### config.mk
export PLATFORM = sky130hd
export DESIGN_NAME = image_rotate_translate_mapper
export DESIGN_NICKNAME = d
export VERILOG_FILES = /design/src/rtl/irtm_pkg.sv /design/src/rtl/image_rotate_translate_mapper.sv
export SDC_FILE = /design/constraint.sdc
export NUM_CORES = 2
export LEC_CHECK = 0
export ABC_AREA = 1
export BUFFER_PORTS_ARGS = -buffer_cell sky130_fd_sc_hd__buf_2
export CORE_AREA = 2 2 369 371
export DETAILED_ROUTE_END_ITERATION = 7
export DIE_AREA = 0 0 371 373
export GPL_TIMING_DRIVEN = 1
export SKIP_LAST_GASP = 1
export SLEW_MARGIN = 40
export SYNTH_ARGS = -nofsm -noshare
export SYNTH_HDL_FRONTEND = slang
export SYNTH_SLANG_ARGS = --single-unit
export TNS_END_PERCENT = 30
### constraint.sdc
create_clock -name i_clk -period 13.95 [get_ports i_clk]
set_input_delay 2.0925 -clock i_clk [delete_from_list [all_inputs] [get_ports i_clk]]
set_output_delay 2.0925 -clock i_clk [all_outputs]
set_load 0.005 [all_outputs]
### src/rtl/irtm_pkg.sv
// Shared constants, codes and types for the image rotate/translate mapper.
`default_nettype none

package irtm_pkg;

    // Default sizes
    localparam int DEF_MAX_WIDTH      = 1024;
    localparam int DEF_MAX_HEIGHT     = 1024;
    localparam int DEF_TRIG_FRAC_BITS = 14;

    // Configuration port
    localparam int CFG_IDX_W  = 3;
    localparam int CFG_DATA_W = 16;

    localparam logic [CFG_IDX_W-1:0] CFG_IMAGE_WIDTH  = 3'd0;
    localparam logic [CFG_IDX_W-1:0] CFG_IMAGE_HEIGHT = 3'd1;
    localparam logic [CFG_IDX_W-1:0] CFG_NUM_FRAMES   = 3'd2;
    localparam logic [CFG_IDX_W-1:0] CFG_SHIFT_X      = 3'd3;
    localparam logic [CFG_IDX_W-1:0] CFG_SHIFT_Y      = 3'd4;

    // Field widths
    localparam int FRAME_W = 16;
    localparam int COORD_W = 10;
    localparam int PIX_W   = 8;
    localparam int ADDR_W  = 20;
    localparam int SIZE_W  = 11;
    localparam int SHIFT_W = 12;

    // Reset values of the registers
    localparam logic [SIZE_W-1:0]  RST_IMAGE_WIDTH  = 11'd1024;
    localparam logic [SIZE_W-1:0]  RST_IMAGE_HEIGHT = 11'd1024;
    localparam logic [FRAME_W-1:0] RST_NUM_FRAMES   = 16'd16;

    // Angle: floor(628 * frame * 2^28 / (100 * frames)) mod 2*pi, Q.28
    localparam int ANG_FRAC     = 28;
    localparam int ANG_W        = 32;
    localparam int ANG_MUL      = 628;
    localparam int ANG_DIV      = 100;
    localparam int NUM_W        = 26;   // 628 * frame
    localparam int DIV_W        = 23;   // 100 * frames
    localparam int QM_W         = 31;   // quotient kept modulo 2*pi
    localparam int DIV_STEPS    = NUM_W + ANG_FRAC;
    localparam int CORDIC_STEPS = 28;
    localparam int CNT_W        = $clog2(DIV_STEPS);
    localparam int CIDX_W       = $clog2(CORDIC_STEPS);
    localparam int ROT_TERMS    = 4;

    localparam logic signed [ANG_W-1:0] TWO_PI_Q  = 32'sd1686629713;
    localparam logic signed [ANG_W-1:0] PI_Q      = 32'sd843314857;
    localparam logic signed [ANG_W-1:0] HALF_PI_Q = 32'sd421657428;
    localparam logic signed [ANG_W-1:0] GAIN_Q    = 32'sd163008219;

    localparam logic [FRAME_W:0] NO_FRAME = '1;

    // atan(2^-i) in Q.28
    localparam logic signed [ANG_W-1:0] ATAN_TAB [CORDIC_STEPS] = '{
        32'sd210828714, 32'sd124459457, 32'sd65760959, 32'sd33381290,
        32'sd16755422,  32'sd8385879,   32'sd4193963,  32'sd2097109,
        32'sd1048571,   32'sd524287,    32'sd262144,   32'sd131072,
        32'sd65536,     32'sd32768,     32'sd16384,    32'sd8192,
        32'sd4096,      32'sd2048,      32'sd1024,     32'sd512,
        32'sd256,       32'sd128,       32'sd64,       32'sd32,
        32'sd16,        32'sd8,         32'sd4,        32'sd2
    };

    // Sequencer states
    typedef enum logic [3:0] {
        ST_IDLE,
        ST_DIV,
        ST_FOLD,
        ST_CORDIC,
        ST_TRIG,
        ST_SRC,
        ST_MUL,
        ST_BOUND,
        ST_ADDR
    } t_state;

endpackage

`default_nettype wire

### src/rtl/image_rotate_translate_mapper.sv
// Top level: forward-mapping pixel rotator with translation and angle unit.
// Flow: an accepted word passes the source check, four passes of the shared
//   rotation multiplier, the bound check and the address step; a new frame
//   index first runs the 54-step divider, fold, 28-step CORDIC and store.
//   Rejected pixels give no result. One word is taken at a time, and the
//   address step waits while an earlier result is still unaccepted.
// Reset (synchronous, active low): registers to defaults, no frame cached.
`default_nettype none

module image_rotate_translate_mapper #(
    parameter int MAX_WIDTH      = irtm_pkg::DEF_MAX_WIDTH,
    parameter int MAX_HEIGHT     = irtm_pkg::DEF_MAX_HEIGHT,
    parameter int TRIG_FRAC_BITS = irtm_pkg::DEF_TRIG_FRAC_BITS
) (
    input  wire                                i_clk,
    input  wire                                i_rst_n,
    // configuration
    input  wire                                i_cfg_we,
    input  wire [irtm_pkg::CFG_IDX_W-1:0]      i_cfg_index,
    input  wire [irtm_pkg::CFG_DATA_W-1:0]     i_cfg_data,
    // input words
    input  wire                                i_in_valid,
    output logic                               o_in_ready,
    input  wire [irtm_pkg::FRAME_W-1:0]        i_frame_index,
    input  wire [irtm_pkg::COORD_W-1:0]        i_pixel_row,
    input  wire [irtm_pkg::COORD_W-1:0]        i_pixel_col,
    input  wire [irtm_pkg::PIX_W-1:0]          i_pixel_value,
    // result words
    output logic                               o_out_valid,
    input  wire                                i_out_ready,
    output logic [irtm_pkg::ADDR_W-1:0]        o_write_address,
    output logic [irtm_pkg::PIX_W-1:0]         o_write_value
);
    import irtm_pkg::*;

    // Derived widths
    localparam int F        = TRIG_FRAC_BITS;
    localparam int TW       = F + 2;                       // Q2.F trig value
    localparam int DIM_BITS = ($clog2(MAX_WIDTH) > $clog2(MAX_HEIGHT)) ?
                              (($clog2(MAX_WIDTH) > COORD_W) ? $clog2(MAX_WIDTH) : COORD_W) :
                              (($clog2(MAX_HEIGHT) > COORD_W) ? $clog2(MAX_HEIGHT) : COORD_W);
    localparam int SZ_W     = DIM_BITS + 1;                // saturated size
    localparam int XW       = DIM_BITS + 3;                // signed coordinate
    localparam int BW       = (TW > XW) ? TW : XW;         // multiplier B side
    localparam int PRW      = XW + BW;                     // product
    localparam int ACC_W    = PRW + 1;                     // rotated coordinate
    localparam int RND_SH   = (ANG_FRAC > F) ? ANG_FRAC - F : 0;
    localparam int UP_SH    = (F > ANG_FRAC) ? F - ANG_FRAC : 0;
    localparam logic signed [ANG_W-1:0] TRIG_RND =
        (RND_SH > 0) ? (ANG_W'(1) << (RND_SH - 1)) : '0;
    localparam logic signed [ACC_W-1:0] TRUNC_BIAS = ACC_W'((64'd1 << F) - 64'd1);

    // Configuration registers
    logic [SIZE_W-1:0]  r_image_width, r_image_height;
    logic [FRAME_W-1:0] r_num_frames;
    logic [SHIFT_W-1:0] r_shift_x, r_shift_y;

    // Angle state
    logic [FRAME_W:0]       r_cached;
    logic signed [TW-1:0]   r_sin, r_cos;

    // Sequencer and latched word
    t_state                 r_state, n_state;
    logic [CNT_W-1:0]       r_cnt;
    logic [FRAME_W-1:0]     r_frame;
    logic [COORD_W-1:0]     r_row, r_col;
    logic [PIX_W-1:0]       r_val;

    // Divider / CORDIC working registers
    logic [NUM_W-1:0]       r_num;
    logic [DIV_W-1:0]       r_div, r_rem;
    logic [QM_W-1:0]        r_qm;
    logic signed [ANG_W-1:0] r_x, r_y, r_z;
    logic                   r_neg;

    // Pixel working registers
    logic signed [ACC_W-1:0] r_ro, r_co;
    logic signed [XW-1:0]   r_tr, r_tc;

    // Output register
    logic                   r_ov;
    logic [ADDR_W-1:0]      r_addr;
    logic [PIX_W-1:0]       r_wval;

    logic                   in_acc, out_free, hit;

    // ------------------------------------------------------------------
    // Configuration writes
    always_ff @(posedge i_clk) begin
        if (!i_rst_n) begin
            r_image_width  <= RST_IMAGE_WIDTH;
            r_image_height <= RST_IMAGE_HEIGHT;
            r_num_frames   <= RST_NUM_FRAMES;
            r_shift_x      <= '0;
            r_shift_y      <= '0;
        end else if (i_cfg_we) begin
            unique case (i_cfg_index)
                CFG_IMAGE_WIDTH:  r_image_width  <= i_cfg_data[SIZE_W-1:0];
                CFG_IMAGE_HEIGHT: r_image_height <= i_cfg_data[SIZE_W-1:0];
                CFG_NUM_FRAMES:   r_num_frames   <= i_cfg_data[FRAME_W-1:0];
                CFG_SHIFT_X:      r_shift_x      <= i_cfg_data[SHIFT_W-1:0];
                CFG_SHIFT_Y:      r_shift_y      <= i_cfg_data[SHIFT_W-1:0];
                default: ;
            endcase
        end
    end

    // ------------------------------------------------------------------
    // Size and shift views
    logic [SZ_W-1:0]        w_eff, h_eff, hw, hh;
    logic [FRAME_W-1:0]     nf_eff;
    logic signed [XW-1:0]   sx, sy, hw_s, hh_s, row_c, col_c;

    always_comb begin
        w_eff  = (SZ_W'(r_image_width) > SZ_W'(MAX_WIDTH)) ? SZ_W'(MAX_WIDTH) :
                 SZ_W'(r_image_width);
        h_eff  = (SZ_W'(r_image_height) > SZ_W'(MAX_HEIGHT)) ? SZ_W'(MAX_HEIGHT) :
                 SZ_W'(r_image_height);
        hw     = w_eff >> 1;
        hh     = h_eff >> 1;
        nf_eff = (r_num_frames == '0) ? FRAME_W'(1) : r_num_frames;
        sx     = XW'($signed(r_shift_x));
        sy     = XW'($signed(r_shift_y));
        hw_s   = $signed(XW'(hw));
        hh_s   = $signed(XW'(hh));
        row_c  = $signed(XW'(r_row)) - hh_s;
        col_c  = $signed(XW'(r_col)) - hw_s;
    end

    // ------------------------------------------------------------------
    // Divider step: restoring, quotient kept modulo 2*pi
    logic [DIV_W:0]   rem_sh;
    logic             q_bit;
    logic [DIV_W:0]   rem_sub;
    logic [QM_W:0]    qm_sh;
    logic [QM_W-1:0]  qm_nx;
    logic [DIV_W-1:0] rem_nx;

    always_comb begin
        rem_sh  = {r_rem, r_num[NUM_W-1]};
        q_bit   = (rem_sh >= {1'b0, r_div});
        rem_sub = rem_sh - {1'b0, r_div};
        rem_nx  = q_bit ? rem_sub[DIV_W-1:0] : rem_sh[DIV_W-1:0];
        qm_sh   = {r_qm, q_bit};
        qm_nx   = (qm_sh >= $unsigned(TWO_PI_Q)) ?
                  QM_W'(qm_sh - $unsigned(TWO_PI_Q)) : qm_sh[QM_W-1:0];
    end

    // Fold the angle into [-pi/2, pi/2]
    logic signed [ANG_W-1:0] a_full, a_wrap, a_fold;
    logic                    a_neg;

    always_comb begin
        a_full = $signed({1'b0, r_qm});
        a_wrap = (a_full > PI_Q) ? a_full - TWO_PI_Q : a_full;
        a_fold = a_wrap;
        a_neg  = 1'b0;
        if (a_wrap > HALF_PI_Q) begin
            a_fold = a_wrap - PI_Q;
            a_neg  = 1'b1;
        end else if (a_wrap < -HALF_PI_Q) begin
            a_fold = a_wrap + PI_Q;
            a_neg  = 1'b1;
        end
    end

    // CORDIC micro-rotation
    logic [CIDX_W-1:0]       c_idx;
    logic signed [ANG_W-1:0] c_dx, c_dy, c_at;

    always_comb begin
        c_idx = r_cnt[CIDX_W-1:0];
        c_dx  = r_y >>> c_idx;
        c_dy  = r_x >>> c_idx;
        c_at  = ATAN_TAB[c_idx];
    end

    // Round the CORDIC result to Q2.F
    logic signed [ANG_W-1:0] x_fin, y_fin, x_rnd, y_rnd;

    always_comb begin
        x_fin = r_neg ? -r_x : r_x;
        y_fin = r_neg ? -r_y : r_y;
        x_rnd = ((x_fin + TRIG_RND) >>> RND_SH) <<< UP_SH;
        y_rnd = ((y_fin + TRIG_RND) >>> RND_SH) <<< UP_SH;
    end

    // ------------------------------------------------------------------
    // Shared multiplier: four rotation terms, then the row offset
    logic signed [XW-1:0]    mul_a;
    logic signed [BW-1:0]    mul_b;
    logic signed [PRW-1:0]   prod;
    logic signed [ACC_W-1:0] prod_x;

    always_comb begin
        mul_a = row_c;
        mul_b = BW'(r_cos);
        if (r_state == ST_ADDR) begin
            mul_a = r_tr;
            mul_b = $signed(BW'(w_eff));
        end else begin
            case (r_cnt[1:0])
                2'd0: begin mul_a = row_c; mul_b = BW'(r_cos); end
                2'd1: begin mul_a = col_c; mul_b = BW'(r_sin); end
                2'd2: begin mul_a = col_c; mul_b = BW'(r_cos); end
                default: begin mul_a = row_c; mul_b = BW'(r_sin); end
            endcase
        end
        prod   = mul_a * mul_b;
        prod_x = ACC_W'(prod);
    end

    // Checks and truncation toward zero
    logic                    src_ok, bnd_ok;
    logic signed [ACC_W-1:0] sx_q, sy_q, hw_q, hh_q, ro_t, co_t;
    logic signed [ACC_W-1:0] ro_tz, co_tz;
    logic [ADDR_W-1:0]       addr_nx;

    always_comb begin
        src_ok  = (SZ_W'(r_row) < {hh[SZ_W-2:0], 1'b0}) &&
                  (SZ_W'(r_col) < {hw[SZ_W-2:0], 1'b0});
        sx_q    = ACC_W'(sx) <<< F;
        sy_q    = ACC_W'(sy) <<< F;
        hw_q    = ACC_W'(hw_s) <<< F;
        hh_q    = ACC_W'(hh_s) <<< F;
        ro_t    = r_ro + sy_q;
        co_t    = r_co + sx_q;
        bnd_ok  = (ro_t < hh_q) && (ro_t >= -hh_q) && (co_t < hw_q) && (co_t >= -hw_q);
        ro_tz   = (r_ro + (r_ro[ACC_W-1] ? TRUNC_BIAS : '0)) >>> F;
        co_tz   = (r_co + (r_co[ACC_W-1] ? TRUNC_BIAS : '0)) >>> F;
        addr_nx = ADDR_W'(prod + PRW'(r_tc));
    end

    // ------------------------------------------------------------------
    // Sequencer: next state
    assign in_acc   = i_in_valid && o_in_ready;
    assign out_free = !r_ov || i_out_ready;
    assign hit      = ({1'b0, i_frame_index} == r_cached);

    always_comb begin
        n_state = r_state;
        unique case (r_state)
            ST_IDLE:   if (i_in_valid) n_state = hit ? ST_SRC : ST_DIV;
            ST_DIV:    if (r_cnt == CNT_W'(DIV_STEPS - 1)) n_state = ST_FOLD;
            ST_FOLD:   n_state = ST_CORDIC;
            ST_CORDIC: if (r_cnt == CNT_W'(CORDIC_STEPS - 1)) n_state = ST_TRIG;
            ST_TRIG:   n_state = ST_SRC;
            ST_SRC:    n_state = src_ok ? ST_MUL : ST_IDLE;
            ST_MUL:    if (r_cnt == CNT_W'(ROT_TERMS - 1)) n_state = ST_BOUND;
            ST_BOUND:  n_state = bnd_ok ? ST_ADDR : ST_IDLE;
            ST_ADDR:   if (out_free) n_state = ST_IDLE;
            default:   n_state = ST_IDLE;
        endcase
    end

    // Sequencer: outputs
    always_comb begin
        o_in_ready = (r_state == ST_IDLE);
    end

    // Control state
    always_ff @(posedge i_clk) begin
        if (!i_rst_n) begin
            r_state <= ST_IDLE;
            r_cnt   <= '0;
            r_ov    <= 1'b0;
        end else begin
            r_state <= n_state;
            unique case (r_state)
                ST_DIV, ST_CORDIC, ST_MUL: r_cnt <= r_cnt + CNT_W'(1);
                default:                   r_cnt <= '0;
            endcase
            if (r_state == ST_ADDR && out_free) r_ov <= 1'b1;
            else if (i_out_ready)               r_ov <= 1'b0;
        end
    end

    // Angle cache
    always_ff @(posedge i_clk) begin
        if (!i_rst_n) begin
            r_cached <= NO_FRAME;
            r_sin    <= '0;
            r_cos    <= '0;
        end else if (i_cfg_we && i_cfg_index == CFG_NUM_FRAMES) begin
            r_cached <= NO_FRAME;
        end else if (r_state == ST_TRIG) begin
            r_cached <= {1'b0, r_frame};
            r_cos    <= x_rnd[TW-1:0];
            r_sin    <= y_rnd[TW-1:0];
        end
    end

    // Datapath
    always_ff @(posedge i_clk) begin
        unique case (r_state)
            ST_IDLE: begin
                if (in_acc) begin
                    r_frame <= i_frame_index;
                    r_row   <= i_pixel_row;
                    r_col   <= i_pixel_col;
                    r_val   <= i_pixel_value;
                    r_num   <= NUM_W'(ANG_MUL * i_frame_index);
                    r_div   <= DIV_W'(ANG_DIV * nf_eff);
                    r_rem   <= '0;
                    r_qm    <= '0;
                end
            end
            ST_DIV: begin
                r_num <= r_num << 1;
                r_rem <= rem_nx;
                r_qm  <= qm_nx;
            end
            ST_FOLD: begin
                r_x   <= GAIN_Q;
                r_y   <= '0;
                r_z   <= a_fold;
                r_neg <= a_neg;
            end
            ST_CORDIC: begin
                if (!r_z[ANG_W-1]) begin
                    r_x <= r_x - c_dx;
                    r_y <= r_y + c_dy;
                    r_z <= r_z - c_at;
                end else begin
                    r_x <= r_x + c_dx;
                    r_y <= r_y - c_dy;
                    r_z <= r_z + c_at;
                end
            end
            ST_MUL: begin
                case (r_cnt[1:0])
                    2'd0:    r_ro <= prod_x;
                    2'd1:    r_ro <= r_ro + prod_x;
                    2'd2:    r_co <= prod_x;
                    default: r_co <= r_co - prod_x;
                endcase
            end
            ST_BOUND: begin
                r_tr <= XW'(ro_tz + ACC_W'(sy) + ACC_W'(hh_s));
                r_tc <= XW'(co_tz + ACC_W'(sx) + ACC_W'(hw_s));
            end
            ST_ADDR: begin
                if (out_free) begin
                    r_addr <= addr_nx;
                    r_wval <= r_val;
                end
            end
            default: ;
        endcase
    end

    assign o_out_valid     = r_ov;
    assign o_write_address = r_addr;
    assign o_write_value   = r_wval;

endmodule

`default_nettype wire

# --- Word-level counts from Yosys, hierarchy flattened ---
# Memory sizes are Yosys's and may differ from the RTL's.
# Cells that the tools add are included.
totals:
  out_inout_bits: 30
  wordCells: 187
  reg_bits: 478
  in_bits: 68
  memories: 1
  rom_bits: 1024
op_classes:
  n_mux: 44
  n_reduce_logical: 35
  bitwise_logic: 4
  order_cmp: 14
  shifts: 2
  eq_ne: 24
  add_sub_neg: 31
  mul: 3
memory_table:
  columns: ["name", "words", "word_bits", "rd", "rd_clocked_by_memory_dff", "wr", "line", "source"]
  rows:
  - ["(no name shown)", 32, 32, 1, 0, 0, "image_rotate_translate_mapper.sv:175", "c_at = ATAN_TAB[c_idx];"]
op_table:
  columns: ["op", "count"]
  rows:
  - ["$mux W32", 8]
  - ["$pmux W32 S2", 3]
  - ["$pmux W30 S2", 2]
  - ["$add A32 B32 Y32", 3]
  - ["$sub A32 B32 Y32", 3]
  - ["$sshr A32 B5 Y32", 2]
  - ["$mux W31", 2]
  - ["$pmux W31 S2", 1]
  - ["$add A30 B15 Y30 const B", 2]
  - ["$add A30 B26 Y30", 2]
  - ["$ge A30 B30 Y1", 2]
  - ["$lt A30 B25 Y1", 2]
  - ["$mux W30", 2]
  - ["$neg A24 Y30", 2]
  - ["$neg A30 Y30", 2]
  - ["$add A27 B14 Y27", 2]
  - ["$pmux W26 S2", 1]
  - ["$mux W16", 3]
  - ["$mux W23", 2]
  - ["$pmux W23 S2", 1]
  - ["$pmux W4 S9", 1]
  - ["$add A32 B31 Y32 const B", 1]
  - ["$ge A32 B31 Y1 const B", 1]
  - ["$gt A32 B30 Y1 const B", 1]
  - ["56 further kinds", 106]

# --- Longest topological paths before layout ---
depth:
  depth_word: 9
  depth_mapped: 61
  mapped_depth_nobuf: 61

# --- Least setup slack after synthesis ---
# No wires, ideal clock.
synth_timing:
  path_kind: "register -> register"
  from: "reg r_image_height[3]"
  to: "reg r_ro[28] (data pin)"
  required_time_ns: 13.681
  arrival_ns: 9.400
  path_buffers: 0
  stages_incl_launch_ff: 52
  setup_time_ns: 0.269
  setup_slack_ns: 4.281
  cell_sequence: "dfxtp_1 -> nor4_1 -> nor3b_1 -> nand3_1 -> nand2_1 -> nand2_1 -> inv_1 -> ha_1 -> inv_1 -> fa_1 -> nand3_1 -> nand2_1 -> and2_1 -> nor2_1 -> o21bai_1 -> nand2_1 -> nand2_1 -> a21oi_1 -> (+16 left out) -> ha_1 -> nand2_1 -> nor4_1 -> nand2_1 -> nand2_1 -> inv_1 -> or2_2 -> nand2_1 -> ha_1 -> a21oi_1 -> o21ai_0 -> a221oi_1 -> o221ai_1 -> a21oi_1 -> o21bai_1 -> or2_2 -> nand3_1 -> o21ai_0"
synth_between:
  elab_chain_len: 8
synth_rtl:
  columns: ["item", "line", "source"]
  rows:
  - ["start: declaration", "image_rotate_translate_mapper.sv:54", "logic [SIZE_W-1:0] r_image_width, r_image_height;"]
  - ["start signal: assignment", "image_rotate_translate_mapper.sv:99", "CFG_IMAGE_HEIGHT: r_image_height <= i_cfg_data[SIZE_W-1:0];"]
  - ["$gt A11 B11 Y1", "image_rotate_translate_mapper.sv:117", "h_eff = (SZ_W'(r_image_height) > SZ_W'(MAX_HEIGHT)) ? SZ_W'(MAX_HEIGHT) :"]
  - ["$mux W11 *", "image_rotate_translate_mapper.sv:117", null]
  - ["$sub A10 B10 Y11 *", "image_rotate_translate_mapper.sv:126", "row_c = $signed(XW'(r_row)) - hh_s;"]
  - ["$mux W13 *", "image_rotate_translate_mapper.sv:202", "case (r_cnt[1:0])"]
  - ["$mux W13 *", "image_rotate_translate_mapper.sv:198", "if (r_state == ST_ADDR) begin"]
  - ["$mul A13 B16 Y29 *", "image_rotate_translate_mapper.sv:209", "prod = mul_a * mul_b;"]
  - ["$add A30 B29 Y30", "image_rotate_translate_mapper.sv:333", "2'd1: r_ro <= r_ro + prod_x;"]
  - ["$pmux W30 S2 *", "image_rotate_translate_mapper.sv:331", "case (r_cnt[1:0])"]
  - ["end signal: assignment", "image_rotate_translate_mapper.sv:332", "2'd0: r_ro <= prod_x;"]
  - ["end signal: assignment", "image_rotate_translate_mapper.sv:333", null]
  - ["end: declaration", "image_rotate_translate_mapper.sv:77", "logic signed [ACC_W-1:0] r_ro, r_co;"]
# Mark *: on every way between the ends. The rest lies on a longest branch, timed or not.
# A chain may end at the register's enable or synchronous reset.

# --- Worst setup path in the final report ---
layout_timing:
  from: "reg r_image_width[7]"
  to: "reg r_co[27] (data pin)"
layout_between:
  elab_chain_len: 8
  elab_cells_between_ends: 9
  classes_between: "add/sub (2); mul (1); order compare (1); mux (5)"
layout_rtl:
  columns: ["item", "line", "source"]
  rows:
  - ["start: declaration", "image_rotate_translate_mapper.sv:54", null]
  - ["start signal: assignment", "image_rotate_translate_mapper.sv:98", "CFG_IMAGE_WIDTH: r_image_width <= i_cfg_data[SIZE_W-1:0];"]
  - ["$gt A11 B11 Y1", "image_rotate_translate_mapper.sv:115", "w_eff = (SZ_W'(r_image_width) > SZ_W'(MAX_WIDTH)) ? SZ_W'(MAX_WIDTH) :"]
  - ["$mux W11 *", "image_rotate_translate_mapper.sv:115", null]
  - ["$sub A10 B10 Y11", "image_rotate_translate_mapper.sv:127", "col_c = $signed(XW'(r_col)) - hw_s;"]
  - ["$mux W13", "image_rotate_translate_mapper.sv:202", null]
  - ["$mux W13", "image_rotate_translate_mapper.sv:198", null]
  - ["$mul A13 B16 Y29 *", "image_rotate_translate_mapper.sv:209", null]
  - ["$sub A30 B29 Y30", "image_rotate_translate_mapper.sv:335", "default: r_co <= r_co - prod_x;"]
  - ["$pmux W30 S2 *", "image_rotate_translate_mapper.sv:331", null]
  - ["end signal: assignment", "image_rotate_translate_mapper.sv:334", "2'd2: r_co <= prod_x;"]
  - ["end signal: assignment", "image_rotate_translate_mapper.sv:335", null]
  - ["end: declaration", "image_rotate_translate_mapper.sv:77", null]
# Marks and branches as above.

==> out/metrics.yaml <==
outcome: "finished, final reports clean"
cts_tree: "built"
overflow: 0
grt_max_degree: 81
r2r_cells: 50
cp.arrival_ns: 12.15
grt_pass1_wl_um: 295000
placed_area_mm2: 0.0610
critPathSlowestCell: "fa_1"
tightest_slew_ns: 0.829
ys_types: 69
initial_core_util_pct: 43.6
postCtsHoldBufs: 0
setup_viol_count_final: 0
grtUsageMet1_pct: 38.1
seq_area_frac_synth_pct: 22.3
die_y_um: 373
cts.sinks: 476
rows: 135
rsz0062_at_grt: "no"
detail-route-antenna-nets: 0
synth_top_cells_by_count: "nand2_1, inv_1, nor2_1"
required_ns: 14.41
die_area_mm2: 0.138
antenna_found_initial: 5
grt_use_met2_pct: 43.3
htree_levels: 2
fin_area_mm2: 0.0631
clock_path_buffers: 3
netlist_area_mm2: 0.0587
synth.most_common_cell: "nand2_1"
vias_per_cell: 5.45
dr.pass1.iters: 7
finalWeightedCongestion: 1.01
tns_ns: 0
fmax_mhz: 85.6
maxCapViolCount: 0
wl_per_cell_um: 18.5
path_clk_slew_ns: 0.06
drt_wl_total_um: 189000
drt_iter0_markers: 4677
fin_crit_sh_pct: 83.8
grt-busiest-layer: "met2"
cts_root_buffer: "clkbuf_16"
numCtsBuffers: 61
slew_headroom_pct: 44.7
coreArea_mm2: 0.135
final_hold_viol_count: 0
synth_ff_type: "edfxtp_1"
area_delta_synth_final_pct: 7.63
clkLatencyLatePin_ns: 0.72
synth_cells: 8362
drive_above_1_share_pct: 5.44
post-dp-hpwl_um: 151000
async_flop_share_pct: 0
path_class: "reg2reg"
dieWidth_um: 371
synth_edf_count: 354
io_buffers: 97
crit_path_max_incr_delay_ns: 0.55
period_needed_ns: 11.68
ioPinCount: 98
fin_worst_skew_ns: 0.0605
postCtsSetupRepairBufs: 0
worstHoldPathType: "reg2reg"
drc_errors: 0
slew_viol_final: 0
grt_pass1_vias: 52300
critical_path.max_fanout: 10
num_vias: 55600
path_common_cell: "nand2_1"
nets: 9284
groute.usage.overall_pct: 26.7
cp-end-kind: "flip-flop"
netlist.area_leader.share_pct: 18.1
startpoint_type: "flip-flop"
use_met3_pct: 2.52
synth.avg_cell_area_um2: 7.02
worst_hold_path.num_cells: 0
yosys_warnings: 0
synthesis.nets: 9275
synth_top_area_cell: "edfxtp_1"
synth_seq_cells: 476
synthTopCellsByArea: "edfxtp_1, nand2_1, ha_1"
ctsResizeCount: 0
sequential cells by signal, indices dropped and copies added, names as in the netlist, 12 cells and up:
name and flops:
r_x 32, r_y 32, r_z 32, r_qm 31, r_co 30, r_ro 30, r_num 24, r_rem 23
r_div 21, o_write_address 20, r_cached 17, r_cos 16, r_frame 16, r_num_frames 16, r_sin 16, r_tc 13
r_tr 13, r_shift_x 12, r_shift_y 12
kinds of logic after synthesis:
group                    after synthesis  synth area share (%)
AND/OR/NAND/NOR                     3685                  26.2
AO/OA/AOI/OAI                       1539                  14.4
buffers and inverters               1412                  9.38
adder cells (fa/ha/maj)              845                  21.6
flip-flops                           476                  22.3
XOR/XNOR                             372                  5.58
multiplexers                          33                 0.565
stage by stage:
stage          hold slack [ns]  instances  worst slack, ns  utilization, %
2_1_floorplan            0.400       8362             4.28               -
3_3_place_gp             0.400      10100             2.37            45.2
3_5_place_dp             0.405      10100             2.44            45.3
4_1_cts                  0.419      10200             2.44            46.9
5_1_grt                  0.425      10200             1.18            46.9
6_report                 0.418      10200             2.27            46.9
worst max-delay path, delay by kind of cell, from the launching register on:
family / cells / cell delay, ns
simple gates: 24 / 2.84
flops: 1 / 0.35
fa+ha+maj: 9 / 4.25
compound gates: 9 / 2.63
buf+inv: 7 / 0.89
xor+xnor: 1 / 0.49
cells in the final DEF, fill, tap and decap left out, types with 51 or more instances in the layout:
cell type	instances
nand2_1	2059
inv_1	1159
nor2_1	836
o21ai_0	627
a21oi_1	595
ha_1	567
nand3_1	380
edfxtp_1	354
fa_1	278
xor2_1	266
dfxtp_1	120
nor3_1	106
xnor2_1	105
nand4_1	102
buf_2	97
clkbuf_16	62
buf_4	54
a31oi_1	51
layout make-up:
cell class,count,area [µm²]
Multi-Input combinational cell,6474,40200
Inverter,1202,4520
Clock inverter,41,485
Antenna cell,2,5.00
Fill cell,13900,71500
Timing Repair Buffer,156,967
Tap cell,1781,2230
Clock buffer,74,1640
Sequential cell,476,13100
worst paths after layout:
check	startpoint	to	slack, ns
hold reg to reg	r_val[0]	o_write_value[0]	0.42
setup reg to reg	r_image_width[7]	r_co[27]	2.27
hold / removal	r_val[0]	o_write_value[0]	0.42
setup / recovery	r_image_width[7]	r_co[27]	2.27
routing by layer:
metal | wire, µm | part of all wire (%)
met3 | 11200 | 6.0
met5 | 0 | 0
met2 | 85500 | 45
met4 | 4940 | 2.6
met1 | 86900 | 46
Power is left out: the tool's default activity adds up to more than one toggle a clock period on the data nets, which glitch-free logic cannot reach.
